**src/empc_pkg.sv**
```systemverilog
`timescale 1ns / 1ps
// ----------------------------------------------------------------------------
// Encoder move PI controller package
// Widths, register defaults, register indexes and sequencer states that are
// shared by the controller and its multiplier.
// ----------------------------------------------------------------------------
package empc_pkg;

    // Field and storage widths.
    localparam int COUNT_BITS    = 24;
    localparam int INTEGRAL_BITS = 48;
    localparam int FRAC_BITS     = 16;
    localparam int GAIN_BITS     = 16;
    localparam int LIMIT_BITS    = 7;
    localparam int POWER_BITS    = 8;
    localparam int TIME_BITS     = 32;

    // Stream payload layout.
    localparam int S_RAW_BITS  = 2 * COUNT_BITS + TIME_BITS;
    localparam int S_DATA_BITS = ((S_RAW_BITS + 7) / 8) * 8;
    localparam int M_DATA_BITS = ((POWER_BITS + 7) / 8) * 8;

    // Configuration port.
    localparam int CFG_INDEX_BITS = 3;
    localparam int CFG_DATA_BITS  = 16;

    // Datapath widths derived from the fields.
    localparam int ERR_BITS   = COUNT_BITS + 1;
    localparam int IHI_BITS   = INTEGRAL_BITS - FRAC_BITS;
    localparam int MUL_A_BITS = ((IHI_BITS > ERR_BITS) ? IHI_BITS : ERR_BITS) + 1;
    localparam int MUL_B_BITS = GAIN_BITS + 1;
    localparam int PROD_BITS  = MUL_A_BITS + MUL_B_BITS;
    localparam int H_EXP      = 40;
    localparam int H_BITS     = H_EXP + 2;
    localparam int TOT_BITS   = H_BITS + FRAC_BITS + 1;
    localparam int HSUM_BITS  = TOT_BITS + 1;
    localparam int SUM_BITS   = INTEGRAL_BITS + 2;
    localparam int QUOT_SHIFT = 2 * FRAC_BITS;
    localparam int QUOT_BITS  = TOT_BITS - QUOT_SHIFT;

    // Watchdog scaling: Q6.10 rate, rounded half up.
    localparam int WD_SHIFT = 10;
    localparam logic [WD_SHIFT-1:0] WD_ROUND = WD_SHIFT'(1) << (WD_SHIFT - 1);

    // Register reset values.
    localparam logic [GAIN_BITS-1:0]     PROP_GAIN_RST   = 16'd872;
    localparam logic [GAIN_BITS-1:0]     INTEG_GAIN_RST  = 16'd308;
    localparam logic [GAIN_BITS-1:0]     INTEG_DECAY_RST = 16'd59638;
    localparam logic [LIMIT_BITS-1:0]    POWER_LIMIT_RST = 7'd85;
    localparam logic [CFG_DATA_BITS-1:0] SETTLE_BAND_RST = 16'd200;
    localparam logic [CFG_DATA_BITS-1:0] SETTLE_MS_RST   = 16'd750;
    localparam logic [CFG_DATA_BITS-1:0] WD_RATE_RST     = 16'd1778;
    localparam logic [CFG_DATA_BITS-1:0] WD_BASE_RST     = 16'd2000;

    // Configuration register indexes.
    typedef enum logic [CFG_INDEX_BITS-1:0] {
        CFG_PROP_GAIN   = 3'd0,
        CFG_INTEG_GAIN  = 3'd1,
        CFG_INTEG_DECAY = 3'd2,
        CFG_POWER_LIMIT = 3'd3,
        CFG_SETTLE_BAND = 3'd4,
        CFG_SETTLE_MS   = 3'd5,
        CFG_WD_RATE     = 3'd6,
        CFG_WD_BASE     = 3'd7
    } cfg_idx_t;

    // Item action codes.
    localparam logic ACT_START  = 1'b0;
    localparam logic ACT_SAMPLE = 1'b1;

    // Sequencer states.
    typedef enum logic [3:0] {
        ST_IDLE,
        ST_PREP,
        ST_WD_MUL,
        ST_WD_FIN,
        ST_LK_HI,
        ST_LK_LO,
        ST_LK_ADD,
        ST_LK_SAT,
        ST_PW_H,
        ST_PW_P,
        ST_PW_SUM,
        ST_PW_TOT,
        ST_PW_OUT,
        ST_DONE
    } ctl_state_t;

endpackage

```
**src/empc_mul.sv**
```systemverilog
`timescale 1ns / 1ps
// ----------------------------------------------------------------------------
// Shared signed multiplier
// One registered signed multiply, loaded when enabled and reused by every
// product the controller needs.
// ----------------------------------------------------------------------------
module empc_mul
    import empc_pkg::*;
(
    input  logic                         clk,
    input  logic                         en,
    input  logic signed [MUL_A_BITS-1:0] a,
    input  logic signed [MUL_B_BITS-1:0] b,
    output logic signed [PROD_BITS-1:0]  prod
);

    logic signed [PROD_BITS-1:0] prod_reg;

    // Product register; holds its value between loads.
    always_ff @(posedge clk)
    begin
        if (en)
        begin
            prod_reg <= PROD_BITS'(a) * PROD_BITS'(b);
        end
    end

    assign prod = prod_reg;

endmodule

```
**src/encoder_move_pi_controller.sv**
```systemverilog
`timescale 1ns / 1ps
// ----------------------------------------------------------------------------
// Encoder move PI controller
// Drives an encoder to a relative target with a PI loop over a leaky
// integral, with settle detection and a distance-scaled watchdog.
// ----------------------------------------------------------------------------
//
//  Channel  Direction  Handshake                Payload
//  s_*      in         s_tvalid / s_tready      tdata: target, encoder, now_ms
//                                               tuser: action
//  m_*      out        m_tvalid / m_tready      tdata: drive_power
//                                               tlast: finished, tuser: succeeded
//  cfg_*    in         cfg_valid / cfg_ready    cfg_index, cfg_data
//
//  A start beat passes ST_PREP, ST_WD_MUL and ST_WD_FIN before ST_DONE, a sample
//  while idle goes from ST_PREP straight to ST_DONE, and a sample during a move
//  runs the leak and power states, whose five products share the one multiplier.
//  A new beat is taken in the cycle after a result is loaded into the output
//  register, while that result may still wait for m_tready.
//  If the output register is still full, the sequencer holds its result.
//  Reset (rst_n low) ends any move, empties the output and restores the
//  register defaults. cfg_ready is always high.
// ----------------------------------------------------------------------------
module encoder_move_pi_controller
    import empc_pkg::*;
(
    input  logic                      clk,
    input  logic                      rst_n,

    input  logic                      s_tvalid,
    output logic                      s_tready,
    // [23:0] target_count, [47:24] enc_value, [79:48] now_ms
    input  logic [S_DATA_BITS-1:0]    s_tdata,
    // [0] action
    input  logic                      s_tuser,

    output logic                      m_tvalid,
    input  logic                      m_tready,
    // [7:0] drive_power
    output logic [M_DATA_BITS-1:0]    m_tdata,
    output logic                      m_tlast,
    // [0] succeeded
    output logic                      m_tuser,

    input  logic                      cfg_valid,
    output logic                      cfg_ready,
    input  logic [CFG_INDEX_BITS-1:0] cfg_index,
    input  logic [CFG_DATA_BITS-1:0]  cfg_data
);

    // Configuration registers.
    logic [GAIN_BITS-1:0]     prop_gain_reg;
    logic [GAIN_BITS-1:0]     integ_gain_reg;
    logic [GAIN_BITS-1:0]     integ_decay_reg;
    logic [LIMIT_BITS-1:0]    power_limit_reg;
    logic [CFG_DATA_BITS-1:0] settle_band_reg;
    logic [CFG_DATA_BITS-1:0] settle_ms_reg;
    logic [CFG_DATA_BITS-1:0] wd_rate_reg;
    logic [CFG_DATA_BITS-1:0] wd_base_reg;

    // Control state.
    ctl_state_t state_reg, state_next;
    logic       move_active_reg, move_active_next;
    logic       in_band_reg, in_band_next;
    logic       m_tvalid_reg, m_tvalid_next;

    // Latched input beat.
    logic                         in_action_reg, in_action_next;
    logic signed [COUNT_BITS-1:0] in_target_reg, in_target_next;
    logic [COUNT_BITS-1:0]        in_count_reg, in_count_next;
    logic [TIME_BITS-1:0]         in_now_reg, in_now_next;

    // Move state.
    logic [COUNT_BITS-1:0]           start_count_reg, start_count_next;
    logic signed [COUNT_BITS-1:0]    goal_count_reg, goal_count_next;
    logic [TIME_BITS-1:0]            start_time_reg, start_time_next;
    logic [TIME_BITS-1:0]            wd_limit_reg, wd_limit_next;
    logic [TIME_BITS-1:0]            band_enter_reg, band_enter_next;
    logic signed [INTEGRAL_BITS-1:0] integral_reg, integral_next;

    // Working registers.
    logic signed [ERR_BITS-1:0] err_reg, err_next;
    logic [INTEGRAL_BITS-1:0]   imag_reg, imag_next;
    logic                       ineg_reg, ineg_next;
    logic signed [TOT_BITS-1:0] acc_reg, acc_next;

    // Pending result and output register.
    logic [POWER_BITS-1:0]  res_power_reg, res_power_next;
    logic                   res_fin_reg, res_fin_next;
    logic                   res_ok_reg, res_ok_next;
    logic [M_DATA_BITS-1:0] m_tdata_reg, m_tdata_next;
    logic                   m_tlast_reg, m_tlast_next;
    logic                   m_tuser_reg, m_tuser_next;

    // Multiplier interface.
    logic                         mul_en;
    logic signed [MUL_A_BITS-1:0] mul_a;
    logic signed [MUL_B_BITS-1:0] mul_b;
    logic signed [PROD_BITS-1:0]  prod;

    // Datapath terms.
    logic signed [COUNT_BITS-1:0]    pos;
    logic signed [ERR_BITS-1:0]      err_calc;
    logic [COUNT_BITS-1:0]           target_mag;
    logic [INTEGRAL_BITS-1:0]        integ_mag;
    logic signed [SUM_BITS-1:0]      err_shift;
    logic signed [SUM_BITS-1:0]      scaled;
    logic signed [SUM_BITS-1:0]      leak_sum;
    logic                            leak_ovf;
    logic signed [INTEGRAL_BITS-1:0] leak_sat;
    logic signed [IHI_BITS-1:0]      integ_hi;
    logic signed [HSUM_BITS-1:0]     h_sum;
    logic signed [HSUM_BITS-1:0]     h_max;
    logic signed [HSUM_BITS-1:0]     h_min;
    logic signed [TOT_BITS-1:0]      h_clamped;
    logic [PROD_BITS-1:0]            wd_sum;
    logic                            tot_neg;
    logic [TOT_BITS-1:0]             tot_mag;
    logic [QUOT_BITS-1:0]            q_mag;
    logic [LIMIT_BITS-1:0]           pow_mag;
    logic [POWER_BITS-1:0]           power;
    logic [ERR_BITS-1:0]             err_mag;
    logic                            band_ok;
    logic [TIME_BITS-1:0]            enter_time;
    logic [TIME_BITS-1:0]            band_elapsed;
    logic [TIME_BITS-1:0]            move_elapsed;
    logic                            settled;
    logic                            timed_out;
    logic                            finish;

    empc_mul u_mul (
        .clk  (clk),
        .en   (mul_en),
        .a    (mul_a),
        .b    (mul_b),
        .prod (prod)
    );

    assign cfg_ready = 1'b1;
    assign s_tready  = (state_reg == ST_IDLE);
    assign m_tvalid  = m_tvalid_reg;
    assign m_tdata   = m_tdata_reg;
    assign m_tlast   = m_tlast_reg;
    assign m_tuser   = m_tuser_reg;

    // Position error relative to the move start, and the two magnitudes.
    assign pos        = in_count_reg - start_count_reg;
    assign err_calc   = ERR_BITS'(pos) - ERR_BITS'(goal_count_reg);
    assign target_mag = in_target_reg[COUNT_BITS-1] ? COUNT_BITS'(-in_target_reg)
                                                    : COUNT_BITS'(in_target_reg);
    assign integ_mag  = integral_reg[INTEGRAL_BITS-1] ? INTEGRAL_BITS'(-integral_reg)
                                                      : INTEGRAL_BITS'(integral_reg);

    // Leaky integral: add the error to the signed decayed value and saturate.
    assign err_shift = SUM_BITS'(err_reg) <<< FRAC_BITS;
    assign scaled    = $signed(SUM_BITS'(acc_reg[INTEGRAL_BITS-1:0]));
    assign leak_sum  = ineg_reg ? (err_shift - scaled) : (err_shift + scaled);
    assign leak_ovf  = (leak_sum[SUM_BITS-1:INTEGRAL_BITS-1] != '0)
                    && (leak_sum[SUM_BITS-1:INTEGRAL_BITS-1] != '1);
    assign leak_sat  = leak_ovf ? (leak_sum[SUM_BITS-1]
                                   ? $signed({1'b1, {(INTEGRAL_BITS-1){1'b0}}})
                                   : $signed({1'b0, {(INTEGRAL_BITS-1){1'b1}}}))
                                : leak_sum[INTEGRAL_BITS-1:0];

    // Integer part of the integral and the clamped high sum of the PI terms.
    assign integ_hi  = integral_reg[INTEGRAL_BITS-1:FRAC_BITS];
    assign h_max     = HSUM_BITS'(1) <<< H_EXP;
    assign h_min     = -h_max;
    assign h_sum     = HSUM_BITS'(acc_reg) + HSUM_BITS'(prod);
    assign h_clamped = (h_sum > h_max) ? TOT_BITS'(h_max)
                     : (h_sum < h_min) ? TOT_BITS'(h_min)
                     : TOT_BITS'(h_sum);

    // Watchdog limit: rounded scaled distance plus the base time.
    assign wd_sum = $unsigned(prod) + PROD_BITS'({wd_base_reg, WD_ROUND});

    // Power: truncate toward zero, then clamp to the limit.
    assign tot_neg = acc_reg[TOT_BITS-1];
    assign tot_mag = tot_neg ? TOT_BITS'(-acc_reg) : TOT_BITS'(acc_reg);
    assign q_mag   = tot_mag[TOT_BITS-1:QUOT_SHIFT];
    assign pow_mag = (q_mag > QUOT_BITS'(power_limit_reg)) ? power_limit_reg
                                                           : q_mag[LIMIT_BITS-1:0];
    assign power   = tot_neg ? (POWER_BITS'(0) - POWER_BITS'(pow_mag))
                             : POWER_BITS'(pow_mag);

    // Settle band and watchdog decisions.
    assign err_mag      = err_reg[ERR_BITS-1] ? ERR_BITS'(-err_reg) : ERR_BITS'(err_reg);
    assign band_ok      = err_mag < ERR_BITS'(settle_band_reg);
    assign enter_time   = (band_ok && !in_band_reg) ? in_now_reg : band_enter_reg;
    assign band_elapsed = in_now_reg - enter_time;
    assign move_elapsed = in_now_reg - start_time_reg;
    assign settled      = band_ok && (band_elapsed > TIME_BITS'(settle_ms_reg));
    assign timed_out    = !band_ok && (move_elapsed > wd_limit_reg);
    assign finish       = settled || timed_out;

    // Configuration writes.
    always_ff @(posedge clk or negedge rst_n)
    begin
        if (!rst_n)
        begin
            prop_gain_reg   <= PROP_GAIN_RST;
            integ_gain_reg  <= INTEG_GAIN_RST;
            integ_decay_reg <= INTEG_DECAY_RST;
            power_limit_reg <= POWER_LIMIT_RST;
            settle_band_reg <= SETTLE_BAND_RST;
            settle_ms_reg   <= SETTLE_MS_RST;
            wd_rate_reg     <= WD_RATE_RST;
            wd_base_reg     <= WD_BASE_RST;
        end
        else if (cfg_valid)
        begin
            unique case (cfg_idx_t'(cfg_index))
                CFG_PROP_GAIN:   prop_gain_reg   <= cfg_data;
                CFG_INTEG_GAIN:  integ_gain_reg  <= cfg_data;
                CFG_INTEG_DECAY: integ_decay_reg <= cfg_data;
                CFG_POWER_LIMIT: power_limit_reg <= cfg_data[LIMIT_BITS-1:0];
                CFG_SETTLE_BAND: settle_band_reg <= cfg_data;
                CFG_SETTLE_MS:   settle_ms_reg   <= cfg_data;
                CFG_WD_RATE:     wd_rate_reg     <= cfg_data;
                CFG_WD_BASE:     wd_base_reg     <= cfg_data;
            endcase
        end
    end

    // Sequencer: next state, multiplier operands and register updates.
    always_comb
    begin
        state_next       = state_reg;
        move_active_next = move_active_reg;
        in_band_next     = in_band_reg;
        m_tvalid_next    = m_tvalid_reg;
        in_action_next   = in_action_reg;
        in_target_next   = in_target_reg;
        in_count_next    = in_count_reg;
        in_now_next      = in_now_reg;
        start_count_next = start_count_reg;
        goal_count_next  = goal_count_reg;
        start_time_next  = start_time_reg;
        wd_limit_next    = wd_limit_reg;
        band_enter_next  = band_enter_reg;
        integral_next    = integral_reg;
        err_next         = err_reg;
        imag_next        = imag_reg;
        ineg_next        = ineg_reg;
        acc_next         = acc_reg;
        res_power_next   = res_power_reg;
        res_fin_next     = res_fin_reg;
        res_ok_next      = res_ok_reg;
        m_tdata_next     = m_tdata_reg;
        m_tlast_next     = m_tlast_reg;
        m_tuser_next     = m_tuser_reg;
        mul_en           = 1'b0;
        mul_a            = '0;
        mul_b            = '0;

        // The output beat leaves when the consumer takes it.
        if (m_tvalid_reg && m_tready)
        begin
            m_tvalid_next = 1'b0;
        end

        unique case (state_reg)
            ST_IDLE:
            begin
                if (s_tvalid)
                begin
                    in_action_next = s_tuser;
                    in_target_next = s_tdata[COUNT_BITS-1:0];
                    in_count_next  = s_tdata[2*COUNT_BITS-1:COUNT_BITS];
                    in_now_next    = s_tdata[2*COUNT_BITS +: TIME_BITS];
                    state_next     = ST_PREP;
                end
            end

            ST_PREP:
            begin
                if (in_action_reg == ACT_START)
                begin
                    goal_count_next  = in_target_reg;
                    start_count_next = in_count_reg;
                    start_time_next  = in_now_reg;
                    band_enter_next  = in_now_reg;
                    integral_next    = '0;
                    in_band_next     = 1'b0;
                    move_active_next = 1'b1;
                    imag_next        = INTEGRAL_BITS'(target_mag);
                    state_next       = ST_WD_MUL;
                end
                else if (move_active_reg)
                begin
                    err_next   = err_calc;
                    imag_next  = integ_mag;
                    ineg_next  = integral_reg[INTEGRAL_BITS-1];
                    state_next = ST_LK_HI;
                end
                else
                begin
                    res_power_next = '0;
                    res_fin_next   = 1'b0;
                    res_ok_next    = 1'b0;
                    state_next     = ST_DONE;
                end
            end

            ST_WD_MUL:
            begin
                mul_en     = 1'b1;
                mul_a      = MUL_A_BITS'(imag_reg[COUNT_BITS-1:0]);
                mul_b      = MUL_B_BITS'(wd_rate_reg);
                state_next = ST_WD_FIN;
            end

            ST_WD_FIN:
            begin
                wd_limit_next  = wd_sum[WD_SHIFT +: TIME_BITS];
                res_power_next = '0;
                res_fin_next   = 1'b0;
                res_ok_next    = 1'b0;
                state_next     = ST_DONE;
            end

            ST_LK_HI:
            begin
                mul_en     = 1'b1;
                mul_a      = MUL_A_BITS'(imag_reg[INTEGRAL_BITS-1:FRAC_BITS]);
                mul_b      = MUL_B_BITS'(integ_decay_reg);
                state_next = ST_LK_LO;
            end

            ST_LK_LO:
            begin
                mul_en     = 1'b1;
                mul_a      = MUL_A_BITS'(imag_reg[FRAC_BITS-1:0]);
                mul_b      = MUL_B_BITS'(integ_decay_reg);
                acc_next   = TOT_BITS'(prod);
                state_next = ST_LK_ADD;
            end

            ST_LK_ADD:
            begin
                acc_next   = acc_reg + $signed(TOT_BITS'(prod[PROD_BITS-1:FRAC_BITS]));
                state_next = ST_LK_SAT;
            end

            ST_LK_SAT:
            begin
                integral_next = leak_sat;
                state_next    = ST_PW_H;
            end

            ST_PW_H:
            begin
                mul_en     = 1'b1;
                mul_a      = MUL_A_BITS'(integ_hi);
                mul_b      = MUL_B_BITS'(integ_gain_reg);
                state_next = ST_PW_P;
            end

            ST_PW_P:
            begin
                mul_en     = 1'b1;
                mul_a      = MUL_A_BITS'(err_reg);
                mul_b      = MUL_B_BITS'(prop_gain_reg);
                acc_next   = TOT_BITS'(prod);
                state_next = ST_PW_SUM;
            end

            ST_PW_SUM:
            begin
                mul_en     = 1'b1;
                mul_a      = MUL_A_BITS'(integral_reg[FRAC_BITS-1:0]);
                mul_b      = MUL_B_BITS'(integ_gain_reg);
                acc_next   = h_clamped;
                state_next = ST_PW_TOT;
            end

            ST_PW_TOT:
            begin
                acc_next   = (acc_reg <<< FRAC_BITS) + TOT_BITS'(prod);
                state_next = ST_PW_OUT;
            end

            ST_PW_OUT:
            begin
                in_band_next     = band_ok;
                band_enter_next  = enter_time;
                move_active_next = !finish;
                res_power_next   = finish ? '0 : power;
                res_fin_next     = finish;
                res_ok_next      = settled;
                state_next       = ST_DONE;
            end

            ST_DONE:
            begin
                if (!m_tvalid_reg || m_tready)
                begin
                    m_tvalid_next = 1'b1;
                    m_tdata_next  = M_DATA_BITS'(res_power_reg);
                    m_tlast_next  = res_fin_reg;
                    m_tuser_next  = res_ok_reg;
                    state_next    = ST_IDLE;
                end
            end

            default:
            begin
                state_next = ST_IDLE;
            end
        endcase
    end

    // Control registers.
    always_ff @(posedge clk or negedge rst_n)
    begin
        if (!rst_n)
        begin
            state_reg       <= ST_IDLE;
            move_active_reg <= 1'b0;
            in_band_reg     <= 1'b0;
            m_tvalid_reg    <= 1'b0;
        end
        else
        begin
            state_reg       <= state_next;
            move_active_reg <= move_active_next;
            in_band_reg     <= in_band_next;
            m_tvalid_reg    <= m_tvalid_next;
        end
    end

    // Payload and working registers.
    always_ff @(posedge clk)
    begin
        in_action_reg   <= in_action_next;
        in_target_reg   <= in_target_next;
        in_count_reg    <= in_count_next;
        in_now_reg      <= in_now_next;
        start_count_reg <= start_count_next;
        goal_count_reg  <= goal_count_next;
        start_time_reg  <= start_time_next;
        wd_limit_reg    <= wd_limit_next;
        band_enter_reg  <= band_enter_next;
        integral_reg    <= integral_next;
        err_reg         <= err_next;
        imag_reg        <= imag_next;
        ineg_reg        <= ineg_next;
        acc_reg         <= acc_next;
        res_power_reg   <= res_power_next;
        res_fin_reg     <= res_fin_next;
        res_ok_reg      <= res_ok_next;
        m_tdata_reg     <= m_tdata_next;
        m_tlast_reg     <= m_tlast_next;
        m_tuser_reg     <= m_tuser_next;
    end

endmodule

```
**config.mk**
```make
export PLATFORM = sky130hd
export DESIGN_NAME = encoder_move_pi_controller
export DESIGN_NICKNAME = d
export VERILOG_FILES = /design/src/empc_pkg.sv /design/src/empc_mul.sv /design/src/encoder_move_pi_controller.sv
export SDC_FILE = /design/constraint.sdc
export NUM_CORES = 2
export LEC_CHECK = 0
export ABC_AREA = 1
export BUFFER_PORTS_ARGS = -buffer_cell sky130_fd_sc_hd__clkbuf_2
export CAP_MARGIN = 20
export CORE_MARGIN = 3
export CORE_UTILIZATION = 50
export CTS_BUF_LIST = sky130_fd_sc_hd__clkbuf_4 sky130_fd_sc_hd__clkbuf_8
export DETAILED_ROUTE_END_ITERATION = 12
export HOLD_SLACK_MARGIN = 0.1
export PLACE_DENSITY_LB_ADDON = 0.2
export SYNTH_ARGS = -nofsm -noshare
export SYNTH_HDL_FRONTEND = slang
export SYNTH_SLANG_ARGS = --single-unit
```
**constraint.sdc**
```tcl
create_clock -name clk -period 8.1 [get_ports clk]
set_clock_uncertainty 0.05 [all_clocks]
set_input_delay 0.405 -clock clk [delete_from_list [all_inputs] [get_ports clk]]
set_output_delay 0.405 -clock clk [all_outputs]
set_load 0.01 [all_outputs]
```
* Word-level counts from Yosys, hierarchy flattened *
Cells that the tools add are included.

operators by class
  reduce and logical (&&, ||, !) cells = 40
  equal/unequal tests = 27
  multiplexer cells = 42
  multipliers = 1
  magnitude comparators = 6
  bitwise gates (word level) = 1
  div/mod/pow operators = 0
  add/sub/neg operators = 15
  shift-type cells = 0

operators by type and width
  cell                  number
  $mux 48               5
  $pmux 59 s4           1
  $pmux 33 s6           1
  $mux 59               3
  $pmux 48 s2           1
  $mux 32               2
  $pmux 16 s4           1
  $pmux 32 s2           1
  $sub 32x32->32        2
  $add 59x50->60        1
  $gt 60x42->1 const B  1
  $lt 60x41->1 const B  1
  $add 59x35->59        1
  $add 59x50->59        1
  $neg 59->59           1
  $pmux 4 s13           1
  $add 41x49->50        1
  $mul 33x17->50        1
  $mux 50               1
  $sub 41x49->50        1
  $mux 24               2
  $neg 48->48           1
  $add 42x26->42        1
  $gt 32x16->1          1
  38 further kinds      99

word-level totals
  logic and storage cells = 166
  bits of input ports = 105
  bits in writable memories = 0
  output and inout bits = 13
  memory bits (read-only) = 0
  latch bits = 0
  memories kept = 0
  flip-flop bits (word level) = 602

* Depth between registers and ports, before layout *
  depth in word-level cells = 11
  depth in mapped cells = 49
  mapped depth without buffers = 46

* Cells and area by module *
A second synthesis with hierarchy kept.

unflattened totals
  cells, all modules = 8722
  area, all modules = 66831.6 µm²

by module, submodules not included
  module                      cells an instance  instances  sequential area each (µm²)  area an instance (µm²)
  encoder_move_pi_controller  5706               1          16002.8                     43919.6
  empc_mul                    3016               1          1501.4                      22912.0

* Least setup slack after synthesis *
OpenSTA, ideal clock, no wires.

  path kind = reg2reg
  start = reg state_reg[2]
  end = reg u_mul.prod_reg[46] (netlist: u_mul.prod[46]) (data pin)
  path buffers = 2
  cell stages (with the launch flop) = 35
  data required time = 7.788 ns
  path slack = 0.309 ns
  data arrival time = 7.478 ns
  cell sequence = dfrtp_1 -> nor2_1 -> clkinv_1 -> nor2_1 -> inv_1 -> clkbuf_1 -> o22ai_1 -> a221oi_1 -> nand2_1 -> clkbuf_1 -> nand2_1 -> fa_1 -> inv_1 -> fa_1 -> inv_1 -> fa_1 -> inv_1 -> fa_1 -> inv_1 -> fa_1 -> inv_1 -> fa_1 -> ha_1 -> a21oi_1 -> o21ai_0 -> a21oi_1 -> o21ai_0 -> a21oi_1 -> o31ai_1 -> nand2_1 -> nand2_1 -> a31oi_1 -> inv_1 -> a21oi_1 -> xor2_1

on the way
  longest elaborated chain between the ends = 4
  elaborated cells on any way between the ends = 11
  classes of those cells = 1 x mul; 6 x eq/ne; 2 x mux; 2 x reduce/logical

ends and longest elaborated chain
  element                                          line                               text
  start, declared                                  encoder_move_pi_controller.sv:62   ctl_state_t state_reg, state_next;
  start signal, assigned                           encoder_move_pi_controller.sv:425  state_reg <= state_next;
  $eq 4x4->1 / $eq 4x3->1 (equally long branches)  encoder_move_pi_controller.sv:262  unique case (state_reg)
  $reduce_or 2->1 (no line)                        --
  $pmux 16 s4                                      encoder_move_pi_controller.sv:262
  $mul 33x17->50 (*)                               empc_mul.sv:24                     prod_reg <= PROD_BITS'(a) * PROD_BITS'(b);
  end signal, assigned                             empc_mul.sv:24
  end, declared                                    empc_mul.sv:17                     logic signed [PROD_BITS-1:0] prod_reg;

Mark *: on every way between the ends. The rest lies on a longest branch, timed or not.
A chain may end at the register's enable or synchronous reset.

* Final worst setup path *
  start = reg state_reg[2]
  end = reg u_mul.prod_reg[44] (netlist: u_mul.prod[44]) (data pin)

Same word-level chain as after synthesis.

==> summary.txt <==
Yosys
  – Cells after Synth: 7962
  – Synth top area share: 0.225
  – Area contributors post-synth: edfxtp_1 22%, fa_1 16%, nand2_1 9.4%
  – Synthesized area per cell: 7.98 µm²
  – Number of enable flip-flop cells after synthesis: 476
  – Top post-synthesis cells by count: 1587 x nand2_1, 1453 x inv_1, 762 x nor2_1, 566 x a21oi_1, 510 x fa_1
  – Yosys warnings: 0
  – Asr flop ratio synth: 0.209
  – Register area share after synthesis: 0.275
  – Yosys reg bits: 602
  – Syn nets: around 9000
  – Yosys cell types: 80
  – Main synth FF type: edfxtp_1
  – Mapped cell area: 0.0635 mm²
  – Synth area leader: edfxtp_1
  – Count leader, synth: nand2_1

Placed design
  – Setup WS pre-CTS: -0.195 ns
  – GP Congestion: 1.02
  – Port Buffers: roughly 120
  – Final HPWL DP: 187000 µm

Layout
  – Finished Core Util: 0.571
  – Share of cells above drive strength 1: 0.103
  – Max reg flops: roughly 60
  – Area Overhead vs Synth: 13.1%
  – Nets@finish: 9479

STA
  – Rel. slew slack: 0.313
  – Final min period: 7.85 ns
  – Endpoints failing setup: 0
  – Worst-margin pin slew: 1.03 ns
  – Worst setup margin: 0.252 ns
  – Fmax achieved: 0.127 GHz
  – Hold Vio Cnt, Final: 0
  – RSZ-0062 raised after global routing: true
  – Final Slew Violations: 0
  – Part of the cycle the worst path needs: 0.969

Critical path
  – Max stage delay cell, worst path: fa_1
  – Arrival time worst endpoint: roughly 8.3 ns
  – Crit path capture type: flip-flop
  – Crit path launch: state_reg[2]
  – Critical path's largest stage delay: 0.53 ns
  – Worst setup path end: u_mul.prod[44]
  – Reg2reg end: u_mul.prod[44]
  – Worst Path Class, Setup: reg -> reg
  – Crit start category: flip-flop
  – FF-to-FF setup slack: ~0.25 ns
  – Worst Reg-to-Reg Cells: 42
  – Worst flop-to-flop path startpoint: state_reg[2]
  – Crit Path Max Fanout: 5
  – Data required, critical path: about 8.6 ns

Power and ir drop
  – Worst vdd ir: 0.000305 V
  – Pleak: 33.8 nW
  – Power per cell area: 440 mW/mm²

Routing
  – DRC viols: 0
  – Iteration-0 DRC Markers: 5623
  – Wire per inst: 22.7 µm
  – Routed vias: about 57000
  – DR pass1 iterations: 6
  – Routed wire length: 230000 µm
  – Via density: 5.64
  – Routed Antenna Nets: 0

GRT
  – First-pass GRT wire length: 347000 µm
  – Total track usage: 0.349
  – Largest net degree at the start of global routing: 74
  – Total grt overflow: 0
  – Vias in the first global route: 56400
  – Initial antenna violation count: 9

Floorplanning
  – Die Y: between 300 and 400 µm
  – Core Area: roughly 0.13 mm²
  – Die ar.: 0.131 mm²
  – Row count: 130
  – Die width: 362 µm
  – Initial Util: 0.505
  – I/O Pins: 118

Clocking
  – CTS H-tree lvls: 3
  – Number of CTS-inserted buffers: 109
  – Clock transition at path regs: roughly 0.060 ns
  – CTS tree: built
  – Clk sinks: 602
  – Root Buffer: clkbuf_8
  – Worst-Skew Late Latency: 0.86 ns
  – Max clock buf depth: 3

Hold path
  – Type of the worst min-delay path: in -> reg

Job
  – Max Cap Viol: 0

Status
  – Outcome: complete, no violations
[power breakdown]
part           internal (mW)  switching, mW
combinational           7.73           14.6
clock                   1.67           1.47
sequential              4.90           1.25
[critical path: cells and delay by family, from the launching register on]
| family | cells | cell delay (ns) |
|---|---|---|
| DFF | 1 | 0.43 |
| xor gates and xnor gates | 1 | 0.15 |
| and+or+nand+nor | 15 | 1.51 |
| buffers and inverters | 16 | 1.79 |
| adders and majority gates | 7 | 3.30 |
| AOI/OAI and AO/OA | 3 | 0.33 |
[routing by layer]
metal  part of all wire  up-vias  global-route usage
li1                   -    26700                   -
met1               0.41    27500               0.467
met2               0.45     2496               0.559
met3              0.085      494              0.0586
met4              0.053        0               0.155
met5                  0        -                   0
[layout make-up]
type                       count  area [µm²]
antenna                        5        12.5
clock buffer                 134        1750
clock inverter                70         581
fill                       11800       54000
inverter                    1471        5530
multi-input combinational   5668       40200
sequential                   602       17500
tap                         1650        2060
timing repair buffer         536        4270
timing repair inverter         1        7.51
[through the flow]
step	total power [mW]	setup TNS (ns)	instances	area (µm²)	hold WS, ns
global placement	27.2	-1.48	9799	67700	0.356
finish	31.6	0	10100	71900	0.156
detailed placement	27.4	-1.54	9806	67900	0.359
floorplan	19.6	0	7962	63500	0.0594
CTS	30.8	0	10100	71200	0.102
global route	34.0	-0.269	10100	71900	0.126
[logic make-up (layout without fill, tap and decap cells)]
group,count (synthesis),in the layout,share of synthesized area
multiplexers,23,23,0.00364
flip-flops,602,602,0.275
buffers and inverters,1692,2212,0.101
adder cells (fa/ha/maj),985,985,0.254
other,1,6,0.0000590
AO/OA/AOI/OAI,1301,1301,0.115
XOR/XNOR,364,364,0.0502
AND/OR/NAND/NOR,2994,2994,0.201
[worst min path at each step]
| stage | startpoint | end | slack [ns] | cells past startpoint |
|---|---|---|---|---|
| finish | cfg_data[11] | settle_band_reg[11] | 0.16 | 3 |
| global route | cfg_data[6] | wd_base_reg[6] | 0.13 | 3 |
| CTS | cfg_data[14] | prop_gain_reg[14] | 0.10 | 3 |
| detailed placement | res_power_reg[0] | m_tdata[0] | 0.36 | 0 |
| global placement | res_ok_reg | m_tuser | 0.36 | 0 |
| floorplan | rst_n | in_band_reg | 0.06 | 0 |
[what timing repair did]
| item | 4_1_cts | 5_1_grt |
|---|---|---|
| setup buffers | 0 | 19 |
| gates resized for setup | 4 | 112 |
| gates cloned | 0 | 1 |
| pin swaps | 1 | 15 |
| hold buffers | 101 | 0 |
| hold endpoints to repair | 235 | 0 |
| setup endpoints to repair | 15 | 21 |
[layout by cell type (no fill, tap or decap), types with 16 or more instances in the layout]
cell	instances
xnor2_1	95
o21a_1	31
nand2_2	26
nor3_1	98
nor2_1	731
a21oi_1	553
o21ai_1	26
nand3b_1	24
edfxtp_1	476
clkbuf_2	115
nand4_1	135
dfrtp_1	80
dlygate4sd3_1	101
xor2_1	269
a211oi_1	16
clkinv_2	33
inv_2	22
clkbuf_8	119
a221oi_1	16
nand2_1	1579
a22o_1	21
fa_1	509
nand3_1	230
nor2_4	17
nor4_1	50
clkinv_1	22
o21ai_0	414
inv_1	1439
ha_1	466
nor2_2	39
a31oi_1	45
o21bai_1	16
buf_4	292
mux2i_1	22
dfstp_2	46
o22ai_1	18
No activity file was read; power rests on OpenSTA's default activity.
